`src/hw/rtl/lgs_pkg.sv`:
```
// Shared types, constants and helper functions for the life grid generation step block.
package lgs_pkg;

    // Field and port widths fixed by the stream format.
    localparam int SIZE_W     = 7;
    localparam int ROW_IDX_W  = 6;
    localparam int ROW_BITS_W = 64;
    localparam int TDATA_W    = 72;
    localparam int KIND_W     = 2;
    localparam int CFG_IDX_W  = 2;
    localparam int NBR_W      = 4;

    // Smallest grid side in use, and the neighbour counts of the rule.
    localparam logic [SIZE_W-1:0] MIN_SIZE      = 7'd3;
    localparam logic [NBR_W-1:0]  BIRTH_COUNT   = 4'd3;
    localparam logic [NBR_W-1:0]  SURVIVE_COUNT = 4'd2;

    // Register reset values.
    localparam logic [SIZE_W-1:0] WIDTH_RESET  = 7'd64;
    localparam logic [SIZE_W-1:0] HEIGHT_RESET = 7'd40;
    localparam logic              WRAP_RESET   = 1'b1;

    typedef enum logic [KIND_W-1:0] {
        REQ_LOAD  = 2'd0,
        REQ_STEP  = 2'd1,
        REQ_CLEAR = 2'd2
    } req_kind_t;

    typedef enum logic [CFG_IDX_W-1:0] {
        CFG_WIDTH  = 2'd0,
        CFG_HEIGHT = 2'd1,
        CFG_WRAP   = 2'd2
    } cfg_index_t;

    typedef enum logic [2:0] {
        ST_IDLE,
        ST_PRIME_TOP,
        ST_PRIME_BOTTOM,
        ST_RUN
    } state_t;

    // Settings that the rule unit needs for one row.
    typedef struct packed {
        logic              wrap;
        logic [SIZE_W-1:0] used_width;
    } rule_cfg_t;

    // Saturate a configured side length to the range in use.
    function automatic logic [SIZE_W-1:0] sat_size(input logic [SIZE_W-1:0] value,
                                                   input logic [SIZE_W-1:0] max_value);
        logic [SIZE_W-1:0] result;
        result = value;
        if (value < MIN_SIZE)
        begin
            result = MIN_SIZE;
        end
        else if (value > max_value)
        begin
            result = max_value;
        end
        return result;
    endfunction

    // One bit set for every column below the width in use.
    function automatic logic [ROW_BITS_W-1:0] col_mask(input logic [SIZE_W-1:0] width);
        logic [ROW_BITS_W-1:0] mask;
        for (int c = 0; c < ROW_BITS_W; c++)
        begin
            mask[c] = (SIZE_W'(c) < width);
        end
        return mask;
    endfunction

endpackage

```
`src/hw/rtl/lgs_row_mem.sv`:
```
// Row store of the cell grid: one write port, one registered read port, per-row valid bits.
module lgs_row_mem
    import lgs_pkg::*;
#(
    parameter int ROWS = 64,
    parameter int COLS = 64,
    parameter int AW   = 6
)
(
    input  logic            clk,
    input  logic            rst_n,
    input  logic            clr,
    input  logic            wr_en,
    input  logic [AW-1:0]   wr_addr,
    input  logic [COLS-1:0] wr_data,
    input  logic [AW-1:0]   rd_addr,
    output logic [COLS-1:0] rd_data
);

    logic [COLS-1:0] mem [ROWS];
    logic [COLS-1:0] rd_data_reg;
    logic            rd_valid_reg;
    logic [ROWS-1:0] valid_reg;

    // Storage array and its registered read.
    always_ff @(posedge clk)
    begin
        if (wr_en)
        begin
            mem[wr_addr] <= wr_data;
        end
        rd_data_reg <= mem[rd_addr];
    end

    // A row that has never been written since reset or a clear reads as dead.
    always_ff @(posedge clk or negedge rst_n)
    begin
        if (!rst_n)
        begin
            valid_reg    <= '0;
            rd_valid_reg <= 1'b0;
        end
        else
        begin
            rd_valid_reg <= valid_reg[rd_addr];
            if (clr)
            begin
                valid_reg <= '0;
            end
            else if (wr_en)
            begin
                valid_reg[wr_addr] <= 1'b1;
            end
        end
    end

    assign rd_data = rd_valid_reg ? rd_data_reg : '0;

endmodule

```
`config.mk`:
```
export PLATFORM = sky130hd
export DESIGN_NAME = lgs_row_mem
export DESIGN_NICKNAME = d
export VERILOG_FILES = /design/src/hw/rtl/lgs_pkg.sv /design/src/hw/rtl/lgs_row_mem.sv
export SDC_FILE = /design/constraint.sdc
export NUM_CORES = 2
export LEC_CHECK = 0
export ABC_AREA = 1
export BUFFER_PORTS_ARGS = -buffer_cell sky130_fd_sc_hd__buf_2
export CAP_MARGIN = 20
export CORE_UTILIZATION = 27
export CTS_BUF_LIST = sky130_fd_sc_hd__clkbuf_16
export CTS_CLUSTER_DIAMETER = 60
export DETAILED_ROUTE_END_ITERATION = 10
export SLEW_MARGIN = 15
export SYNTH_ARGS = -nofsm -noshare
export SYNTH_HDL_FRONTEND = slang
export SYNTH_SLANG_ARGS = --single-unit
```
`constraint.sdc`:
```
create_clock -name clk -period 1.15 [get_ports clk]
set_input_delay 0.0575 -clock clk [delete_from_list [all_inputs] [get_ports clk]]
set_output_delay 0.0575 -clock clk [all_outputs]
set_load 0.01 [all_outputs]
```
==> results.md <==
* Vias/cell at 5.005
* Pleak at 77.12 nW
* Hold WC Path Type: in -> reg
* CP Data Required Time at 1.09 ns
* CTS tree: done
* Yosys warnings at 0
* CTS HTree Levels at 5
* Crit Reg-Reg Endpoint: rd_data_reg[42]
* DP Area at 0.1945 mm2
* Setup tns final at -71.72 ns
* Grt ovf at 0
* Slew at the pin with the worst max-slew slack at 1.063 ns
* Max-cap violation count at 0
* Fmax at 0.4294 GHz
* Layout Nets at 15.15k
* Final period util at 202.5%
* Die height at 790.7 um
* Hpwl dp at 358,200 um
* Reg-to-reg critical path startpoint: mem[20][42]
* Worst Setup Slack, final at -1.179 ns
* CP Max Fanout at 6
* Max clock buf depth at 4
* Total Wirelength at 578,300 um
* Hold Path Depth at 6
* Initial core utilization at 27.12%
* R2R depth at 8
* Seq/Total Area, Yosys at 74.96%
* Remaining antenna violation count at 0
* Core box area at 0.6194 mm2
* DRC at 0
* Violated checks: negative hold slack, negative setup slack
* Critical path class: reg -> out
* Layout cells sized above 1 at 21.46%
* Top cells by area, synth: edfxtp_1 (73%), nand3_1 (12%), nand2_1 (10%), buf_2 (1.6%), dfrtp_1 (0.97%)
* Cell Chain, Critical Path: buf_12 -> buf_16 -> clkbuf_16 -> nand2_2 -> inv_2 -> buf_6
* Status: complete, but fails checks
* Root Buffer: clkbuf_16
* Share of the synthesized area in the top cell type at 73.23%
* Vias in the first global route at 111.4k
* First-pass GRT wire length at 814,500 um
* GRT Total Usage at 17.64%
* Crit path DAT at 2.27 ns
* Post-synth EDFFs at 4,096
* Yosys top cell by area: edfxtp_1
* Final setup vio count at 104
* IO buf count at 143
* Final Instance Area at 0.2147 mm2
* DP Worst Slack at -1.072 ns
* Cts bufs inserted at 414
* Crit-path max cell delay at 0.50 ns
* Top-count cell post-synth: nand2_1
* Final hold viol count at 86
* Clock transition at path regs at 0.07 ns
* DRT Pass-1 Iters at 6
* Ys flop type: edfxtp_1
* Slowest stage cell, crit path: dfrtp_4
* R2R setup slack at -0.13 ns
* Skew final at 0.06693 ns
* Multi-input gate area at 0.04347 mm2
* RD Place Congestion at 0.8521
* Clk_lat worst skew at 1.02 ns
* Fillers at 59.51k
* Flip-flop and latch area at 0.1259 mm2
* Slew HR at 29.14%
* Pin count of the biggest net entering global routing at 83
* Post-synth top cells: nand2_1 (4,561), edfxtp_1 (4,096), nand3_1 (3,900)
* Initial antenna violation count at 24
* RSZ-0062 raised after global routing: true
* Post-synthesis cell area at 0.1680 mm2
* Critical hold path startpoint: wr_addr[0]
* I/O pin count at 144
* Post-layout min period at 2.329 ns
* Netlist cell types at 15
* Die width at 790.7 um
* Startpoint types: flip-flop
* Largest register FFs at 4,096
* Hold slack at -0.1235 ns
* Wirelength per Cell at 24.37 um
* Setup crit end kind: primary output
* WHS Endpoint: mem[54][14]
* Cell count after synthesis at 13.92k
* Die area at 0.6252 mm2
* Clock Sinks at 4,225
* Final slew viol count at 0
* Synth Register Bits at 4,225
* P&R area growth vs syn at 27.82%
* Peak supply drop at 1.259 mV
* Initial drt markers at 16.43k
* Ys async rst share at 1.538%
* Avg Cell Area, Syn at 12.06 um2
* Placement Rows at 289
* Pwr/cell area at 1537 mW/mm2
* Mapped Nets at 14.00k
* Vias at 118.8k
area by class of cell:
cell class	instances	area share, %
flip-flops and latches	4225	58.65
clock inverters	359	1.239
multi-input cells	8668	20.25
diodes	6	0.006993
clock buffers	418	4.872
repair buffers	1656	9.899
inverters	109	0.2518
well taps	8293	4.833
worst max-delay path: cells and delay by family, from the launching register on:
| family | cells | cell delay (ns) |
|---|---|---|
| flops | 1 | 0.50 |
| simple gates | 1 | 0.06 |
| buf+inv | 5 | 0.65 |
layout by cell type (no fill, tap or decap), types with 2 or more instances in the layout:
cell,instances
dfxtp_1,60
nor2_1,136
dfrtp_1,64
clkbuf_16,424
nand2_2,147
clkinv_16,9
bufinv_16,28
clkinv_2,82
buf_16,5
inv_2,35
nor2_4,56
clkinv_4,5
nand3_1,3072
dlygate4sd3_1,96
edfxtp_1,4096
inv_16,5
inv_6,9
buf_8,4
buf_4,721
nand2_8,5
nand3_4,49
clkbuf_4,5
dlymetal6s4s_1,4
clkinvlp_4,20
inv_1,148
clkinv_8,8
buf_2,106
clkinv_1,112
buf_6,32
dfxtp_2,4
nand2_1,4326
inv_8,5
diode_2,6
nand2_4,83
inv_4,2
nor3_2,4
nand3_2,779
nor3_1,9
buf_12,677
report_power, final:
part           switching, W  leakage, nW  internal, W
Combinational        0.0173         32.0      0.00874
Clock                0.0604         6.80       0.0725
Sequential         0.000995         38.3        0.170
worst max path at each step:
| stage | start | end | slack (ns) |
|---|---|---|---|
| final | rd_valid_reg | rd_data[54] | -1.18 |
| after global routing | rd_valid_reg | rd_data[58] | -1.22 |
| after CTS | rd_valid_reg | rd_data[37] | -1.21 |
| after detailed placement | rd_addr[0] | rd_data_reg[45] | -1.07 |
| after global placement | rd_addr[0] | rd_data_reg[45] | -1.06 |
| after floorplan | wr_addr[3] | mem[2][0] | -0.87 |
per-stage QoR:
stage,power [W],std cells,util (%)
3_5_place_dp,0.1974,22840,31.41
3_3_place_gp,0.1973,22840,31.41
4_1_cts,0.3293,23710,34.00
2_1_floorplan,0.1843,13920,-
5_1_grt,0.3385,23730,34.66
6_report,0.3300,23730,34.66
cells by family after synthesis:
| logic type | Yosys count | share of synthesized area [%] |
|---|---|---|
| buf+inv | 1030 | 2.750 |
| flops | 4225 | 74.96 |
| simple gates | 8668 | 22.29 |
timing repair:
item                       4_1_cts  5_1_grt
setup endpoints to repair      127     3760
cloned                           2        6
setup buffers                    2       12
hold buffers                   106        1
resized for setup              479      831
hold endpoints to repair      4747      167
pin swaps                      365      676
per-layer routing:
layer	vias to the layer above	share of wire [%]	track usage, %
met5	-	0.0095	0
met2	6491	45	27.37
met3	1135	10	3.379
li1	51850	-	-
met1	59310	41	24.84
met4	8	3.7	5.767
Note: power is estimated with default switching activity, not from simulation.
