$ cat config.mk
export PLATFORM = sky130hd
export DESIGN_NAME = lgs_rule
export DESIGN_NICKNAME = d
export VERILOG_FILES = /design/src/hw/rtl/lgs_pkg.sv /design/src/hw/rtl/lgs_rule.sv
export SDC_FILE = /design/constraint.sdc
export NUM_CORES = 1
export LEC_CHECK = 0
export ABC_CLOCK_PERIOD_IN_PS = 7500
export BUFFER_PORTS_ARGS = -buffer_cell sky130_fd_sc_hd__buf_2
export CAP_MARGIN = 20
export CORE_MARGIN = 2
export CORE_UTILIZATION = 25
export DETAILED_ROUTE_END_ITERATION = 10
export SYNTH_ARGS = -nofsm -noshare
export SYNTH_HDL_FRONTEND = slang
export SYNTH_SLANG_ARGS = --single-unit
$ cat constraint.sdc
create_clock -name vclk -period 7.5
set_input_delay 0.75 -clock vclk [all_inputs]
set_output_delay 0.75 -clock vclk [all_outputs]
set_load 0.05 [all_outputs]
$ cat src/hw/rtl/lgs_pkg.sv
// Shared types, constants and helper functions for the life grid generation step block.
package lgs_pkg;

    // Field and port widths fixed by the stream format.
    localparam int SIZE_W     = 7;
    localparam int ROW_IDX_W  = 6;
    localparam int ROW_BITS_W = 64;
    localparam int TDATA_W    = 72;
    localparam int KIND_W     = 2;
    localparam int CFG_IDX_W  = 2;
    localparam int NBR_W      = 4;

    // Smallest grid side in use, and the neighbour counts of the rule.
    localparam logic [SIZE_W-1:0] MIN_SIZE      = 7'd3;
    localparam logic [NBR_W-1:0]  BIRTH_COUNT   = 4'd3;
    localparam logic [NBR_W-1:0]  SURVIVE_COUNT = 4'd2;

    // Register reset values.
    localparam logic [SIZE_W-1:0] WIDTH_RESET  = 7'd64;
    localparam logic [SIZE_W-1:0] HEIGHT_RESET = 7'd40;
    localparam logic              WRAP_RESET   = 1'b1;

    typedef enum logic [KIND_W-1:0] {
        REQ_LOAD  = 2'd0,
        REQ_STEP  = 2'd1,
        REQ_CLEAR = 2'd2
    } req_kind_t;

    typedef enum logic [CFG_IDX_W-1:0] {
        CFG_WIDTH  = 2'd0,
        CFG_HEIGHT = 2'd1,
        CFG_WRAP   = 2'd2
    } cfg_index_t;

    typedef enum logic [2:0] {
        ST_IDLE,
        ST_PRIME_TOP,
        ST_PRIME_BOTTOM,
        ST_RUN
    } state_t;

    // Settings that the rule unit needs for one row.
    typedef struct packed {
        logic              wrap;
        logic [SIZE_W-1:0] used_width;
    } rule_cfg_t;

    // Saturate a configured side length to the range in use.
    function automatic logic [SIZE_W-1:0] sat_size(input logic [SIZE_W-1:0] value,
                                                   input logic [SIZE_W-1:0] max_value);
        logic [SIZE_W-1:0] result;
        result = value;
        if (value < MIN_SIZE)
        begin
            result = MIN_SIZE;
        end
        else if (value > max_value)
        begin
            result = max_value;
        end
        return result;
    endfunction

    // One bit set for every column below the width in use.
    function automatic logic [ROW_BITS_W-1:0] col_mask(input logic [SIZE_W-1:0] width);
        logic [ROW_BITS_W-1:0] mask;
        for (int c = 0; c < ROW_BITS_W; c++)
        begin
            mask[c] = (SIZE_W'(c) < width);
        end
        return mask;
    endfunction

endpackage

$ cat src/hw/rtl/lgs_rule.sv
// Next-generation rule for one row from the rows above, at and below it.
module lgs_rule
    import lgs_pkg::*;
#(
    parameter int COLS = 64
)
(
    input  rule_cfg_t       cfg,
    input  logic [COLS-1:0] up_row,
    input  logic [COLS-1:0] mid_row,
    input  logic [COLS-1:0] down_row,
    output logic [COLS-1:0] next_row
);

    localparam int CW = (COLS > 1) ? $clog2(COLS) : 1;

    logic [ROW_BITS_W-1:0] full_mask;
    logic [COLS-1:0]       mask;
    logic [SIZE_W-1:0]     last_col_wide;
    logic [CW-1:0]         last_col;
    logic [COLS-1:0]       rows [3];
    logic [COLS-1:0]       lft  [3];
    logic [COLS-1:0]       rgt  [3];

    // Neighbour columns of each row, with the wrap bit brought in at either edge.
    always_comb
    begin
        full_mask     = col_mask(cfg.used_width);
        mask          = full_mask[COLS-1:0];
        last_col_wide = cfg.used_width - 7'd1;
        last_col      = last_col_wide[CW-1:0];
        rows[0]       = up_row & mask;
        rows[1]       = mid_row & mask;
        rows[2]       = down_row & mask;
        for (int k = 0; k < 3; k++)
        begin
            lft[k]           = {rows[k][COLS-2:0], 1'b0};
            lft[k][0]        = cfg.wrap & rows[k][last_col];
            rgt[k]           = {1'b0, rows[k][COLS-1:1]};
            rgt[k][last_col] = rgt[k][last_col] | (cfg.wrap & rows[k][0]);
        end
    end

    // Count the eight neighbours of every column and apply birth on three, survival on two.
    always_comb
    begin
        logic [NBR_W-1:0] n;
        n = '0;
        for (int c = 0; c < COLS; c++)
        begin
            n = {3'b000, lft[0][c]} + {3'b000, rows[0][c]} + {3'b000, rgt[0][c]}
              + {3'b000, lft[1][c]} + {3'b000, rgt[1][c]}
              + {3'b000, lft[2][c]} + {3'b000, rows[2][c]} + {3'b000, rgt[2][c]};
            next_row[c] = mask[c] & ((n == BIRTH_COUNT) ||
                                     (rows[1][c] && (n == SURVIVE_COUNT)));
        end
    end

endmodule

==> results of run 1 <==
metal layers:
layer | wire (um) | vias to the layer above | track usage, %
met5 | 233 | - | 0
met4 | 5030 | 40 | 10.7
met3 | 9320 | 305 | 5.89
met2 | 37800 | 1201 | 35.7
met1 | 33700 | 9419 | 28.7
li1 | - | 8996 | -
kinds of logic (layout without fill, tap and decap cells):
kind of cell               Yosys count  after routing  synth area share [%]
AOI/OAI and AO/OA                  635            635                  23.8
xor gates and xnor gates             3              3                 0.229
adders and majority gates          449            449                  41.8
buffers and inverters              513            931                  11.6
muxes                              107            107                  6.23
other                                0             13                     0
and+or+nand+nor                    635            635                  16.3
where the power goes:
| part | switching (mW) | total (mW) | leakage (nW) | internal (mW) |
|---|---|---|---|---|
| Combinational | 2.33 | 3.96 | 11.1 | 1.63 |
| Clock | 0 | 0.000000204 | 0.0000824 | 0.000000204 |
| Sequential | 0 | 0 | 0 | 0 |
| Total | 2.33 | 3.96 | 11.1 | 1.63 |
final cells by class:
cell class / count / area, um2 / share of cell area (%)
timing repair buffer: 532 / 4120 / 18.0
inverter: 399 / 1500 / 6.54
multi-input combinational: 1829 / 16000 / 70.1
antenna: 13 / 32.5 / 0.142
tap: 950 / 1190 / 5.19
cells in the mapped netlist, drive strengths merged (5+ instances only):
library cell  count
inv             398
fa              256
nor2            207
a21oi           199
ha              193
nand2           157
o21ai           140
mux2i           101
nand3           101
buf              65
and2             55
clkbuf           49
o2111a           48
o22ai            34
nor2b            28
o211ai           28
and3             25
nor3             22
a221oi           20
a211oi           19
o221ai           15
a22oi            14
a31oi            13
o31ai            11
a2bb2oi           9
o21a              9
a222oi            8
a2111oi           7
a221o             7
nand4             7
or2               7
or3               7
a21o              5
a32oi             5
nand2b            5
nor4              5
worst paths after layout:
| kind | slack, ns | endpoint |
|---|---|---|
| setup / recovery | 0.19 | next_row[11] |
| hold / removal | 1.99 | next_row[44] |
stage by stage:
stage	instances	TNS (ns)	hold WS, ns	instance area, um2	worst slack, ns
2_1_floorplan	2342	0	1.81	18000	0.0117
3_5_place_dp	3706	-0.156	1.99	22800	-0.0445
6_report	3723	0	1.99	22900	0.191
4_1_cts	3706	0	1.99	22800	0.0253
5_1_grt	3719	-0.00711	2.00	22900	-0.00464
3_3_place_gp	3706	-0.338	1.98	22800	-0.0658
worst max-delay path, cell delays in order:
cell	delay, ns
clkbuf_4	0.25
buf_4	0.25
buf_4	0.18
o31ai_1	0.38
buf_4	0.22
nand2_2	0.19
a2111oi_0	0.65
and4b_1	0.31
nor3_1	0.09
o41ai_4	0.46
buf_12	0.29
mux2i_1	0.13
fa_1	0.49
fa_1	0.53
inv_1	0.04
ha_1	0.21
fa_1	0.39
o21ai_0	0.19
o2111a_1	0.31
buf_12	0.16
repair_timing:
| item | CTS | global route |
|---|---|---|
| buffers inserted | 0 | 4 |
| setup endpoints to repair | 8 | 63 |
| pin swaps | 0 | 1 |
| hold endpoints to repair | 0 | 0 |
| gates resized for setup | 1 | 14 |
==> out/qor.csv, run 1 <==
metric,value,unit
wire_per_inst,23.1,um
grt_pass1_vias,20100,
yosysWarnings,0,
synth_top_area_share,28.4,%
via_count,20000,
antenna_found_initial,33,
viasPerCell,5.36,
whs_path_depth,3,
yosysTopAreaCell,fa_1,
grtUsageTotal,22.6,%
ir_drop,0.142,mV
hold_buffers,0,
rsz0062_at_grt,true,
min_period,7.31,ns
syn_nets,2991,
grt_first_pass_wirelength,127000,um
power_density,173,nW/um2
setup_viol_count_final,0,
grt.overflow.total,0,
syn_inst,2342,
row_count,98,
cp.arrival,6.56,ns
io_pins,264,
cap_violations,0,
die_h,273,um
wl,86100,um
die-area,74300,um2
grt_max_degree,63,
finalHoldViolations,0,
worst_pin_slew,1.00,ns
crit_start,cfg[2],
min_period_over_period,97.4,%
n_clock_buffer,0,
synthDistinctLibCells,86,
final_cell_mix,"inv_1, fa_1, buf_4",
leakage,11.1,nW
syn_area,18000,um2
status,finished clean,
coreArea,71500,um2
critical_path_class,input port to primary output,
cp-start-kind,input port,
remaining_drc_errors,0,
hold_start,mid_row[44],
fmax,137,MHz
critPathCaptureType,primary output,
synth_area_leaders,"fa_1, ha_1, inv_1",
relSlewSlack,32.8,%
chipWidth,273,um
layout-drive-gt1-share,21.1,%
initialDrtViolationCount,2393,
initial_utilization,25.2,%
dr.pass1.iters,6,
power,3.96,mW
crit_fanout,40,
layout_commonest_cell,inv_1,
dpl.hpwl,74200,um
slew_violations,0,
seqCellArea,0,um2
fillers,7638,
post-route-util,32.0,%
required,6.75,ns
antenna_left,0,
hp-class,input port to primary output,
numPortBuffers,264,
synth_area_per_cell,7.70,um2
nets,3411,
area_growth,27.0,%
place_congestion,1.05,
ys_seq_area_share,0,%
nFlopsAndLatches,0,
No activity file was read; power rests on OpenSTA's default activity.
==> run 2: changes to the inputs <==
- CORE_UTILIZATION: 25 -> 26
==> run 2 against run 1 <==
Sequential share of layout area unchanged. Total power decreased by 3.9%. Die area fell by 3.8%. First-iteration DRC count decreased by 12%. Worst setup slack worse by 0.061 ns. Hold slack got worse by 0.00074 ns. Largest power group unchanged. Highest routed layer unchanged.
==> out/qor.csv, run 2 (same netlist as run 1, synthesis figures left out) <==
metric,value,unit,change
whs_path_depth,3,,unchanged
die_h,267,um,was 273 um
hold_buffers,0,,unchanged
io_pins,264,,unchanged
fin_ws,0.130,ns,was 0.191 ns
leakage,10.9,nW,was 11.1 nW
antenna_found_initial,22,,was 33
final_cell_mix,"inv_1, fa_1, buf_2",,"was inv_1, fa_1, buf_4"
remaining_drc_errors,0,,unchanged
n_clock_buffer,0,,unchanged
status,finished clean,,unchanged
layout.cells.non_filler,3664,,"was 3,723"
row_count,96,,was 98
numPortBuffers,264,,unchanged
antenna_left,0,,unchanged
crit_fanout,21,,was 40
required,6.75,ns,about the same
grtUsageTotal,23.1,%,was 22.6%
fin_area,22500,um2,"was 22,900 um2"
setup_tns,0,ns,unchanged
cp-start-kind,input port,,unchanged
fillers,7453,,"was 7,638"
coreArea,68600,um2,"was 71,500 um2"
layout-drive-gt1-share,20.2,%,was 21.1%
placed_area,22400,um2,"was 22,800 um2"
power_density,169,nW/um2,was 173 nW/um2
fmax,136,MHz,was 137 MHz
dr.pass1.iters,8,,was 6
slew_violations,0,,unchanged
initial_utilization,26.3,%,was 25.2%
post-route-util,32.8,%,was 32.0%
rsz0062_at_grt,false,,was true
relSlewSlack,41.9,%,was 32.8%
dp.cells,3657,,"was 3,706"
cp.arrival,6.62,ns,was 6.56 ns
initialDrtViolationCount,2106,,"was 2,393"
ir_drop,0.171,mV,was 0.142 mV
die-area,71400,um2,"was 74,300 um2"
chipWidth,267,um,was 273 um
nets,3377,,"was 3,411"
grt_pass1_vias,19300,,"was 20,100"
critPathCaptureType,primary output,,unchanged
wire_per_inst,23.0,um,was 23.1 um
place_congestion,1.02,,was 1.05
holdPathEnd,next_row[8],,was next_row[44]
cts_resized,0,,was 1
dpl.hpwl,72500,um,"was 74,200 um"
worst_pin_slew,0.863,ns,was 1.00 ns
min_period_over_period,98.3,%,was 97.4%
grt_first_pass_wirelength,124000,um,"was 127,000 um"
finalHoldViolations,0,,unchanged
grt.overflow.total,0,,unchanged
whs,1.98,ns,was 1.99 ns
via_count,19700,,"was 20,000"
nFlopsAndLatches,0,,unchanged
critical_path_class,input port to primary output,,unchanged
cap_violations,0,,unchanged
hp-class,input port to primary output,,unchanged
setup_viol_count_final,0,,unchanged
seqCellArea,0,um2,unchanged
min_period,7.37,ns,was 7.31 ns
area_growth,24.7,%,was 27.0%
wl,84400,um,"was 86,100 um"
grt_max_degree,63,,unchanged
viasPerCell,5.38,,was 5.36
layout_commonest_cell,inv_1,,unchanged
hold_start,mid_row[8],,was mid_row[44]
power,3.81,mW,was 3.96 mW
dp_slack,0.0322,ns,was -0.0445 ns
cts_setup_buffers,0,,unchanged
==> run 2: final cells by class <==
| cell class | count | area, um2 | share of cell area, % |
|---|---|---|---|
| Inverter | 399 | 1500 | 6.66 |
| Tap cell | 931 | 1160 | 5.18 |
| Timing Repair Buffer | 498 | 3730 | 16.6 |
| Multi-Input combinational cell | 1829 | 16100 | 71.5 |
| Antenna cell | 7 | 17.5 | 0.0779 |
==> run 2: worst max-delay path by stage <==
| stage | start | endpoint | cells past startpoint |
|---|---|---|---|
| floorplan | cfg[0] | next_row[0] | 25 |
| global placement | cfg[0] | next_row[17] | 21 |
| detailed placement | cfg[3] | next_row[17] | 19 |
| CTS | cfg[3] | next_row[17] | 19 |
| global route | cfg[0] | next_row[40] | 22 |
| finish | cfg[4] | next_row[40] | 22 |
==> run 2: metal layers <==
metal	global-route usage [%]	vias up	part of all wire, %
li1	-	8904	-
met1	31.3	9420	41
met2	36.4	1148	44
met3	4.62	210	11
met4	8.26	28	4.3
met5	0	-	0.21
==> run 2: worst max-delay path: stages <==
cell and delay [ns]:
buf_2 0.43, buf_4 0.29, buf_4 0.17, a21oi_1 0.19, o31ai_1 0.16, buf_4 0.22
nand2_1 0.14, mux4_2 0.51, nand3_1 0.11, nand3_1 0.19, o41ai_4 0.52, buf_4 0.22
buf_4 0.24, o21ai_0 0.16, fa_1 0.50, fa_1 0.51, inv_1 0.04, ha_1 0.19
fa_1 0.38, o21ai_0 0.18, o2111a_1 0.32, buf_12 0.17
==> run 2: where the power goes <==
group	internal, mW	switching [mW]
Clock	0.000000125	0
Combinational	1.51	2.30
Sequential	0	0
